--- src/sv/pulse_width_sequence_decoder_assert.svh ---
// assertion macros for the pulse width sequence decoder
`ifndef PULSE_WIDTH_SEQUENCE_DECODER_ASSERT_SVH
`define PULSE_WIDTH_SEQUENCE_DECODER_ASSERT_SVH

// condition holds at every edge outside reset
`define PWSD_ASSERT(name, cond, msg) \
  name: assert property (@(posedge clk) disable iff (rst) (cond)) else $error(msg);

// trigger implies the consequence holds in the next cycle
`define PWSD_ASSERT_NEXT(name, trig, cons, msg) \
  name: assert property (@(posedge clk) disable iff (rst) (trig) |=> (cons)) else $error(msg);

`endif

--- src/sv/pwsd_pkg.sv ---
// shared types and constants for the pulse width sequence decoder
`default_nettype none
package pwsd_pkg;

  localparam int unsigned StampW = 16;

  typedef struct packed {
    logic [StampW-1:0] capture_time;
    logic              edge_was_falling;
  } in_item_t;

  typedef struct packed {
    logic [2:0] event_class;
    logic [1:0] seq_state;
    logic       symbol_valid;
    logic [1:0] symbol_code;
  } out_item_t;

  // interval classes, first match wins in this order
  typedef enum logic [2:0] {
    CLS_NONE         = 3'd0,
    CLS_LEAD_MARK    = 3'd1,
    CLS_LEAD_SPACE   = 3'd2,
    CLS_DATA_MARK    = 3'd3,
    CLS_SPACE_SHORT  = 3'd4,
    CLS_SPACE_MEDIUM = 3'd5,
    CLS_SPACE_LONG   = 3'd6,
    CLS_FRAME_END    = 3'd7
  } class_t;

  typedef enum logic [1:0] {
    SYM_SHORT  = 2'd0,
    SYM_MEDIUM = 2'd1,
    SYM_LONG   = 2'd2,
    SYM_END    = 2'd3
  } sym_t;

  typedef struct packed {
    logic [1:0] seq_state;
    logic       symbol_valid;
    logic [1:0] symbol_code;
  } seq_result_t;

  // window bounds, all exclusive
  localparam logic [StampW-1:0] LEAD_MARK_LO  = 16'd14400;
  localparam logic [StampW-1:0] LEAD_MARK_HI  = 16'd21600;
  localparam logic [StampW-1:0] LEAD_SPACE_LO = 16'd7200;
  localparam logic [StampW-1:0] LEAD_SPACE_HI = 16'd10800;
  localparam logic [StampW-1:0] DATA_LO       = 16'd1760;
  localparam logic [StampW-1:0] DATA_HI       = 16'd2640;
  localparam logic [StampW-1:0] SHORT_LO      = 16'd800;
  localparam logic [StampW-1:0] SHORT_HI      = 16'd1200;
  localparam logic [StampW-1:0] LONG_LO       = 16'd40000;
  localparam logic [StampW-1:0] LONG_HI       = 16'd60000;
  localparam logic [StampW-1:0] END_LO        = 16'd62000;

endpackage
`default_nettype wire

--- src/sv/pulse_width_sequence_decoder.sv ---
// pulse width sequence decoder: input register, classify and step, result register
// an accepted item is held in the input register, classified and stepped there, and
//   moved into the result register on advance, where it can be taken (two register stages)
// throughput: one item per cycle while out_ready does not hold the result register;
//   set by the single subtract, window compare and state update between the two registers
// reset: synchronous; clears both stage valids, the held-stamp flag and the sequence
//   state to idle; the stored stamp and payload registers are not cleared
`default_nettype none
`include "pulse_width_sequence_decoder_assert.svh"
module pulse_width_sequence_decoder (
  input  logic                clk,
  input  logic                rst,
  input  logic                in_valid,
  output logic                in_ready,
  input  pwsd_pkg::in_item_t  in_item,
  output logic                out_valid,
  input  logic                out_ready,
  output pwsd_pkg::out_item_t out_item
);
  import pwsd_pkg::*;

  // input register
  logic        hold_valid;
  in_item_t    hold_item;

  // the held item moves to the result register when that register is free or being taken
  logic        advance;
  class_t      cls;
  seq_result_t seq_res;

  assign advance  = hold_valid && (!out_valid || out_ready);
  // a held item that cannot move blocks the input side; otherwise take a new one
  assign in_ready = !hold_valid || advance;

  always_ff @(posedge clk) begin
    if (rst) begin
      hold_valid <= 1'b0;
    end else if (in_valid && in_ready) begin
      hold_valid <= 1'b1;
    end else if (advance) begin
      hold_valid <= 1'b0;
    end
  end

  always_ff @(posedge clk) begin
    if (in_valid && in_ready) begin
      hold_item <= in_item;
    end
  end

  // interval from the previous edge and its class; stamp state moves only on advance
  pwsd_interval u_interval (
    .clk  (clk),
    .rst  (rst),
    .en   (advance),
    .item (hold_item),
    .cls  (cls)
  );

  // sequence step, committed on advance
  pwsd_seq u_seq (
    .clk (clk),
    .rst (rst),
    .en  (advance),
    .cls (cls),
    .res (seq_res)
  );

  // result register
  always_ff @(posedge clk) begin
    if (rst) begin
      out_valid <= 1'b0;
    end else if (advance) begin
      out_valid <= 1'b1;
    end else if (out_ready) begin
      out_valid <= 1'b0;
    end
  end

  always_ff @(posedge clk) begin
    if (advance) begin
      out_item.event_class  <= cls;
      out_item.seq_state    <= seq_res.seq_state;
      out_item.symbol_valid <= seq_res.symbol_valid;
      out_item.symbol_code  <= seq_res.symbol_code;
    end
  end

  // a decoded symbol leaves the machine in leader space or idle
  `PWSD_ASSERT(a_sym_state, !(out_valid && out_item.symbol_valid) || (out_item.seq_state == 2'd2) || (out_item.seq_state == 2'd0), "symbol with bad next state")
  // a symbol only comes from a space or end of frame class
  `PWSD_ASSERT(a_sym_class, !(out_valid && out_item.symbol_valid) || (out_item.event_class >= CLS_SPACE_SHORT), "symbol from non-space class")
  // no symbol means a zero code
  `PWSD_ASSERT(a_code_zero, !(out_valid && !out_item.symbol_valid) || (out_item.symbol_code == SYM_SHORT), "code set without symbol")
  // an advancing item always lands in the result register
  `PWSD_ASSERT_NEXT(a_advance, advance, out_valid, "advanced item lost")

endmodule
`default_nettype wire

--- src/sv/pwsd_interval.sv ---
// edge to edge interval and window classifier
`default_nettype none
module pwsd_interval (
  input  logic               clk,
  input  logic               rst,
  input  logic               en,
  input  pwsd_pkg::in_item_t item,
  output pwsd_pkg::class_t   cls
);
  import pwsd_pkg::*;

  logic [StampW-1:0] last_stamp;
  logic              have_last;
  logic [StampW-1:0] delta;
  logic              fall;
  logic              in_data;

  // wraps modulo 2^16
  assign delta   = item.capture_time - last_stamp;
  assign fall    = item.edge_was_falling;
  assign in_data = (delta > DATA_LO) && (delta < DATA_HI);

  always_comb begin
    cls = CLS_NONE;
    if (have_last) begin
      if ((delta > LEAD_MARK_LO) && (delta < LEAD_MARK_HI) && !fall) begin
        cls = CLS_LEAD_MARK;
      end else if ((delta > LEAD_SPACE_LO) && (delta < LEAD_SPACE_HI) && fall) begin
        cls = CLS_LEAD_SPACE;
      end else if (in_data && !fall) begin
        cls = CLS_DATA_MARK;
      end else if (in_data && fall) begin
        cls = CLS_SPACE_SHORT;
      end else if ((delta > SHORT_LO) && (delta < SHORT_HI) && fall) begin
        cls = CLS_SPACE_MEDIUM;
      end else if ((delta > LONG_LO) && (delta < LONG_HI) && fall) begin
        cls = CLS_SPACE_LONG;
      end else if ((delta > END_LO) && fall) begin
        cls = CLS_FRAME_END;
      end
    end
  end

  always_ff @(posedge clk) begin
    if (rst) begin
      have_last <= 1'b0;
    end else if (en) begin
      have_last <= 1'b1;
    end
  end

  always_ff @(posedge clk) begin
    if (en) begin
      last_stamp <= item.capture_time;
    end
  end

endmodule
`default_nettype wire

--- src/sv/pwsd_seq.sv ---
// frame sequence machine: leader mark, leader space, data marks and spaces
`default_nettype none
module pwsd_seq (
  input  logic                  clk,
  input  logic                  rst,
  input  logic                  en,
  input  pwsd_pkg::class_t      cls,
  output pwsd_pkg::seq_result_t res
);
  import pwsd_pkg::*;

  typedef enum logic [1:0] {
    ST_IDLE        = 2'd0,
    ST_LEADER_MARK = 2'd1,
    ST_LEADER_SPACE = 2'd2,
    ST_MARK        = 2'd3
  } state_t;

  state_t state;
  state_t state_next;
  logic   sym_valid;
  sym_t   sym_code;

  always_comb begin
    state_next = state;
    sym_valid  = 1'b0;
    sym_code   = SYM_SHORT;
    if (cls != CLS_NONE) begin
      case (state)
        ST_IDLE: begin
          state_next = (cls == CLS_LEAD_MARK) ? ST_LEADER_MARK : ST_IDLE;
        end
        ST_LEADER_MARK: begin
          state_next = (cls == CLS_LEAD_SPACE) ? ST_LEADER_SPACE : ST_IDLE;
        end
        ST_LEADER_SPACE: begin
          state_next = (cls == CLS_DATA_MARK) ? ST_MARK : ST_IDLE;
        end
        ST_MARK: begin
          case (cls)
            CLS_SPACE_SHORT: begin
              state_next = ST_LEADER_SPACE;
              sym_valid  = 1'b1;
              sym_code   = SYM_SHORT;
            end
            CLS_SPACE_MEDIUM: begin
              state_next = ST_LEADER_SPACE;
              sym_valid  = 1'b1;
              sym_code   = SYM_MEDIUM;
            end
            CLS_SPACE_LONG: begin
              state_next = ST_LEADER_SPACE;
              sym_valid  = 1'b1;
              sym_code   = SYM_LONG;
            end
            CLS_FRAME_END: begin
              state_next = ST_IDLE;
              sym_valid  = 1'b1;
              sym_code   = SYM_END;
            end
            default: begin
              state_next = ST_IDLE;
            end
          endcase
        end
        default: begin
          state_next = ST_IDLE;
        end
      endcase
    end
  end

  assign res.seq_state    = state_next;
  assign res.symbol_valid = sym_valid;
  assign res.symbol_code  = sym_code;

  always_ff @(posedge clk) begin
    if (rst) begin
      state <= ST_IDLE;
    end else if (en) begin
      state <= state_next;
    end
  end

endmodule
`default_nettype wire

--- config.mk ---
export PLATFORM = sky130hd
export DESIGN_NAME = pulse_width_sequence_decoder
export DESIGN_NICKNAME = d
export VERILOG_FILES = /design/src/sv/pwsd_pkg.sv /design/src/sv/pulse_width_sequence_decoder.sv /design/src/sv/pwsd_interval.sv /design/src/sv/pwsd_seq.sv
export VERILOG_INCLUDE_DIRS = /design/src /design/src/sv
export SDC_FILE = /design/constraint.sdc
export NUM_CORES = 1
export LEC_CHECK = 0
export BUFFER_PORTS_ARGS = -buffer_cell sky130_fd_sc_hd__buf_4
export CELL_PAD_IN_SITES_DETAIL_PLACEMENT = 1
export CELL_PAD_IN_SITES_GLOBAL_PLACEMENT = 2
export CORE_MARGIN = 4
export CORE_UTILIZATION = 35
export CTS_CLUSTER_DIAMETER = 150
export DETAILED_ROUTE_END_ITERATION = 12
export GPL_ROUTABILITY_DRIVEN = 0
export HOLD_SLACK_MARGIN = 0.15
export PLACE_DENSITY = 0.79
export SLEW_MARGIN = 25
export SYNTH_ARGS = -nofsm -noshare
export SYNTH_HDL_FRONTEND = slang
export SYNTH_HIERARCHICAL = 1
export SYNTH_SLANG_ARGS = --single-unit
--- constraint.sdc ---
create_clock -name clk -period 3.6 [get_ports clk]
set_input_delay 0.72 -clock clk [delete_from_list [all_inputs] [get_ports clk]]
set_output_delay 0.72 -clock clk [all_outputs]
set_load 0.02 [all_outputs]
=== Word-level counts from Yosys, hierarchy flattened ===
Index checks and enable logic that the tools add are counted.

* Word-level logic and storage cells: 79
* Memories: 0
* Input port bits: 21
* Bits in read-only memories: 0
* Flip-flop bits (word level): 46
* RAM bits: 0
* Latch bits: 0

* Order comparisons: 11
* Divide/modulo/power cells: 0
* Multiply operators: 0
* Reduce and logical (&&, ||, !) cells: 26
* Bitwise logic cells: 0
* Equal/unequal tests: 10
* $add $sub $neg: 1
* Shift-type cells: 0
* Mux-type cells: 20

{| class="wikitable"
|+ Operator list
! cell !! number
|-
| > comparator 16 bit, second input constant || 2
|-
| 2-to-1 mux 3 bit || 8
|-
| > comparator 16 x 10 -> 1 bit, second input constant || 1
|-
| > comparator 16 x 11 -> 1 bit, second input constant || 1
|-
| > comparator 16 x 13 -> 1 bit, second input constant || 1
|-
| > comparator 16 x 14 -> 1 bit, second input constant || 1
|-
| less-than comparator 16 x 11 -> 1 bit, second input constant || 1
|-
| less-than comparator 16 x 12 -> 1 bit, second input constant || 1
|-
| less-than comparator 16 x 14 -> 1 bit, second input constant || 1
|-
| less-than comparator 16 x 15 -> 1 bit, second input constant || 1
|-
| less-than comparator 16 bit, second input constant || 1
|-
| subtractor 16 bit || 1
|-
| logical AND 1 bit || 14
|-
| == test 3 bit, second input constant || 4
|-
| 2-to-1 mux 2 bit || 4
|-
| one-hot mux 2 bit (4 select lines) || 1
|-
| == test 3 x 2 -> 1 bit, second input constant || 2
|-
| 2-to-1 mux 1 bit || 6
|-
| one-hot mux 2 bit (3 select lines) || 1
|-
| == test 2 bit, second input constant || 2
|-
| nonzero test 2 bit || 2
|-
| OR reduction 4 bit || 1
|-
| == test 3 x 1 -> 1 bit, second input constant || 1
|-
| logical NOT 1 bit || 3
|-
| 6 further kinds || 7
|}

=== Longest topological paths before layout ===
* Depth after elaboration: 16
* Depth in mapped cells: 16

=== Modules after synthesis ===
Netlist, hierarchy kept.

{| class="wikitable"
|+ Modules (own cells, without submodules)
! module !! sequential area each (um^2) !! area an instance (um^2) !! cells an instance !! times used
|-
| pwsd_interval || 500.5 || 1885.6 || 221 || 1
|-
| pulse_width_sequence_decoder || 790.8 || 854.6 || 35 || 1
|-
| pwsd_seq || 40.0 || 234.0 || 32 || 1
|}

=== Least setup slack after synthesis ===
Ideal clock, no wire load.

* Path type: reg2reg
* From: register hold_item[1] (netlist bit)
* To: register u_seq.state[1]
* Cell stages (with the launch flop): 17
* Buffers on the path: 1
* Required time: 3.514 ns
* Setup slack: -0.082 ns
* Library setup time: 0.086 ns
* Data arrival time: 3.596 ns
* Cells stage by stage: edfxtp_1 -> inv_1 -> ha_1 -> fa_1 -> nand2b_1 -> a21bo_2 -> a21oi_2 -> o31ai_4 -> xnor2_1 -> nor4_1 -> o21ai_1 -> a21boi_0 -> a211oi_1 -> and3_1 -> buf_6 -> a311oi_1 -> a211oi_1

* Longest elaborated chain between the ends: 16
* Elaborated cells between the ends (all ways): 44
* Classes of those cells: add/sub (1); order compare (11); eq/ne (5); mux (13); reduce/logical (14)

{| class="wikitable"
|+ RTL lines
! what !! RTL line !! source
|-
| start, declared || pulse_width_sequence_decoder.sv:24 || <nowiki>in_item_t hold_item;</nowiki>
|-
| start signal, assigned || pulse_width_sequence_decoder.sv:47 || <nowiki>hold_item <= in_item;</nowiki>
|-
| subtractor 16 bit * || pwsd_interval.sv:19 || <nowiki>assign delta = item.capture_time - last_stamp;</nowiki>
|-
| > comparator 16 bit, or another cell as far along || pwsd_interval.sv:38 || <nowiki>end else if ((delta > END_LO) && fall) begin</nowiki>
|-
| logical AND 1 bit (on tied branches) || pwsd_interval.sv:38, pwsd_interval.sv:36 ||
|-
| 2-to-1 mux 3 bit or logical AND 1 bit (tied branches) || pwsd_interval.sv:38, pwsd_interval.sv:36 ||
|-
| 2-to-1 mux 3 bit || pwsd_interval.sv:36 || <nowiki>end else if ((delta > LONG_LO) && (delta < LONG_HI) && fall) begin</nowiki>
|-
| 2-to-1 mux 3 bit || pwsd_interval.sv:34 || <nowiki>end else if ((delta > SHORT_LO) && (delta < SHORT_HI) && fall) begin</nowiki>
|-
| 2-to-1 mux 3 bit || pwsd_interval.sv:32 || <nowiki>end else if (in_data && fall) begin</nowiki>
|-
| 2-to-1 mux 3 bit || pwsd_interval.sv:30 || <nowiki>end else if (in_data && !fall) begin</nowiki>
|-
| 2-to-1 mux 3 bit || pwsd_interval.sv:28 || <nowiki>end else if ((delta > LEAD_SPACE_LO) && (delta < LEAD_SPACE_HI) && fall) begin</nowiki>
|-
| 2-to-1 mux 3 bit * || pwsd_interval.sv:26 || <nowiki>if ((delta > LEAD_MARK_LO) && (delta < LEAD_MARK_HI) && !fall) begin</nowiki>
|-
| 2-to-1 mux 3 bit * || pwsd_interval.sv:25 || <nowiki>if (have_last) begin</nowiki>
|-
| net cls[2] || pulse_width_sequence_decoder.sv:28 || <nowiki>class_t cls;</nowiki>
|-
| == test 3 bit || pwsd_seq.sv:40 || <nowiki>case (cls)</nowiki>
|-
| OR reduction 3 bit (no source line) || - ||
|-
| 2-to-1 mux 2 bit || pwsd_seq.sv:40 ||
|-
| one-hot mux 2 bit (4 select lines) || pwsd_seq.sv:29 || <nowiki>case (state)</nowiki>
|-
| 2-to-1 mux 2 bit * || pwsd_seq.sv:28 || <nowiki>if (cls != CLS_NONE) begin</nowiki>
|-
| end signal, assigned || pwsd_seq.sv:81 || <nowiki>state <= state_next;</nowiki>
|-
| end, declared || pwsd_seq.sv:19 || <nowiki>state_t state;</nowiki>
|}

The timed path passes the listed nets; every way through them passes the cells marked *.
A chain may end at the register's enable or synchronous reset.

=== Worst setup path after layout ===
* From: register hold_item[8] (netlist bit)
* To: register u_seq.state[1]

Same word-level chain as after synthesis.

==> flow_metrics.tcl <==
set metrics [dict create \
    max_freq_mhz 276 \
    portBuffers 30 \
    remaining_drc_errors 0 \
    synth_fp_nets 325 \
    multi_input_area_sq_mm 0.00184 \
    cts_buffers 5 \
    start_util_pct 36.0 \
    fillCellCount 933 \
    first_global_vias 2670 \
    hold_violations 0 \
    post-route-cell-area_sq_mm 0.00414 \
    cts_htree_levels 2 \
    dieWidth_um 100 \
    timing.final.crit_share_pct 101 \
    p_per_area_mw_per_mm2 365 \
    synth_most_common_cell "edfxtp_1" \
    core_area_sq_mm 0.00826 \
    num_vias 2552 \
    worst_slew_pin_slew_ns 0.741 \
    cts.sinks 46 \
    slew_headroom_pct 50.6 \
    critPathMaxStageDelay_ns 0.43 \
    internal-power_mw 1.01 \
    p_total_mw 1.51 \
    setup_ws_ns -0.0222 \
    synthCells 288 \
    power_switching_mw 0.496 \
    cts_tree "built" \
    dieArea_sq_mm 0.0100 \
    cts-root-buf "clkbuf_8" \
    ys_seq_area_share_pct 44.8 \
    grt_setup_unrepaired "yes" \
    viasPerCell 5.29 \
    ys_types 68 \
    dp_cells 465 \
    fin_crit_ns 3.62 \
    drt-wirelength-per-cell_um 16.2 \
    dpl_cell_area_sq_mm 0.00365 \
    die_h_um 100 \
    clk_path_buf_depth 2 \
    setup_viol 1 \
    gr-usage-all-layers_pct 16.1 \
    synthToLayoutAreaGrowth_pct 39.2 \
    antenna_found_initial 0 \
    skew_ns 0.0165 \
    power.share.clock_pct 21.5 \
    status "finished, violations left" \
    switching_share_pct 32.8 \
    start_kind "flop" \
    ys_ff_latch 46 \
    required_ns 3.83 \
    ant_nets 0 \
    cp_cell_sequence "ha_1, and3_2, and2_1, o21ai_0, a221oi_2, buf_4, nand4_1, a211oi_1, a21boi_2, a211oi_4, and3_2, a311oi_2, a211oi_1" \
    insertion_delay_ns 0.31 \
    hp-class "flop to flop" \
    synth_top_area_cell "edfxtp_1" \
    crit_type "flop to flop" \
    slowest_stage "a221oi_2" \
    synth-edff-count 41 \
    seqPwrFrac_pct 41.6 \
    dp_hpwl_mm 5.74 \
    diodes 0 \
    cap_violations 0 \
    seq_area_sq_mm 0.00133 \
    grt_max_degree 31 \
    hold_ws_ns 0.471 \
    ir_drop_uv 197 \
    async_flop_share_pct 0 \
    instances_no_fill 482 \
    drtIter0Drc 53 \
    final_nets 413 \
    ys.flop_type "edfxtp_1" \
    ys_warn_count 6 \
    firstDrtPassIters 4 \
    num_io_pins 31 \
    gr-total-overflow 0 \
    p_leak_nw 1.66 \
    critPathMaxFanout 5 \
    synth.cell_area_sq_mm 0.00297 \
    rows 33 \
    final_max_slew_viol_count 0 \
    combPwrFrac_pct 36.9 \
    drive_above_1_share_pct 42.2 \
    worstSetupEndpointType "flop" \
    grt_pass1_wl_mm 12.9 \
    synth_common_cells "41 x edfxtp_1, 25 x inv_1, 24 x nand2_1" \
    violations "negative setup slack" \
    cp_data_arrival_time_ns 3.85 \
    clkTransAtPathRegs_ns 0.10 \
    postSynthAreaPerCell_sq_um 10.3 \
    drt-total-wl_mm 7.81 \
    synth_area_leaders "edfxtp_1 41%, ha_1 6.3%, dfxtp_1 3.4%, inv_1 3.2%, nand2_1 3.0%" \
    yosysTopAreaCellShare_pct 41.4 \
]
-- routing by layer --
| layer | global-route usage [%] | wire length (um) |
|---|---|---|
| met5 | 0 | 0 |
| met1 | 20.7 | 3550 |
| met2 | 28.2 | 3920 |
| met4 | 3.83 | 132 |
| met3 | 2.43 | 210 |
-- worst max-delay path: cells and delay by family (launching register included) --
family | cells | cell delay [ns]
fa+ha+maj | 1 | 0.37
buf+inv | 1 | 0.20
flops | 1 | 0.40
compound gates | 7 | 1.77
simple gates | 4 | 0.80
-- stage by stage --
step           TNS [ns]  worst slack (ns)  util (%)
6_report        -0.0222           -0.0222      50.1
2_1_floorplan         0            0.0243         -
3_3_place_gp     -0.630            -0.174      44.2
4_1_cts               0            0.0121      47.7
3_5_place_dp      -1.32            -0.309      44.2
5_1_grt           -1.05            -0.239      50.1
-- final timing paths --
path / start / to / slack, ns / depth (start not counted)
min: hold_item[15] / u_interval/last_stamp[14] / 0.47 / 0
min reg2reg: hold_item[15] / u_interval/last_stamp[14] / 0.47 / 0
max reg2reg: hold_item[8] / u_seq/state[1] / -0.02 / 13
max: hold_item[8] / u_seq/state[1] / -0.02 / 13
-- final cells by class --
type / instances / area share (%)
tap: 105 / 3.17
multi-input combinational: 212 / 44.5
timing repair buffer: 86 / 15.9
inverter: 25 / 2.27
clock buffer: 6 / 1.75
clock inverter: 2 / 0.302
sequential: 46 / 32.2
-- state kept, by name, indices dropped and copies added (netlist names) --
| register | flops |
|---|---|
| out_valid | 1 |
| hold_valid | 1 |
| hold_item | 17 |
| out_item | 8 |
| u_seq/state | 2 |
| u_interval/last_stamp | 16 |
| u_interval/have_last | 1 |
-- kinds of logic (layout without fill, tap and decap cells) --
group / after synthesis / in the layout / share of synthesized area [%]
compound gates: 96 / 96 / 24.3
buf+inv: 30 / 119 / 4.42
mux: 2 / 2 / 0.715
fa+ha+maj: 16 / 16 / 6.98
xor+xnor: 9 / 9 / 2.65
simple gates: 89 / 89 / 16.2
flops: 46 / 46 / 44.8
-- placed cells by master (no fill, tap or decap), types with 4 or more instances in the layout --
cell type  instances
a21oi_2            6
edfxtp_1          41
a21boi_2           4
nor3_1             4
ha_4               4
o21ai_0            9
nand2b_1           4
o21ai_1            4
nor2_1            16
nand3_1            4
dfxtp_1            5
ha_1              10
xnor2_2            4
o211ai_1           7
inv_1             25
a211oi_1           4
clkbuf_8           5
buf_4             83
a21oi_1           13
nand2_1           24
-- power groups by stage --
stage	clock [mW]	sequential [mW]	combinational [mW]
CTS	0.338	0.628	0.499
floorplan	0	0.641	0.264
detailed placement	0	0.639	0.450
global route	0.362	0.632	0.609
finish	0.324	0.629	0.558
global placement	0	0.638	0.438
-- timing repair --
action	CTS	global route
setup endpoints to repair	7	7
gates resized for setup	33	34
pin swaps	10	24
hold buffers	0	0
setup buffers	3	6
Note: power is estimated with default switching activity, not from simulation.
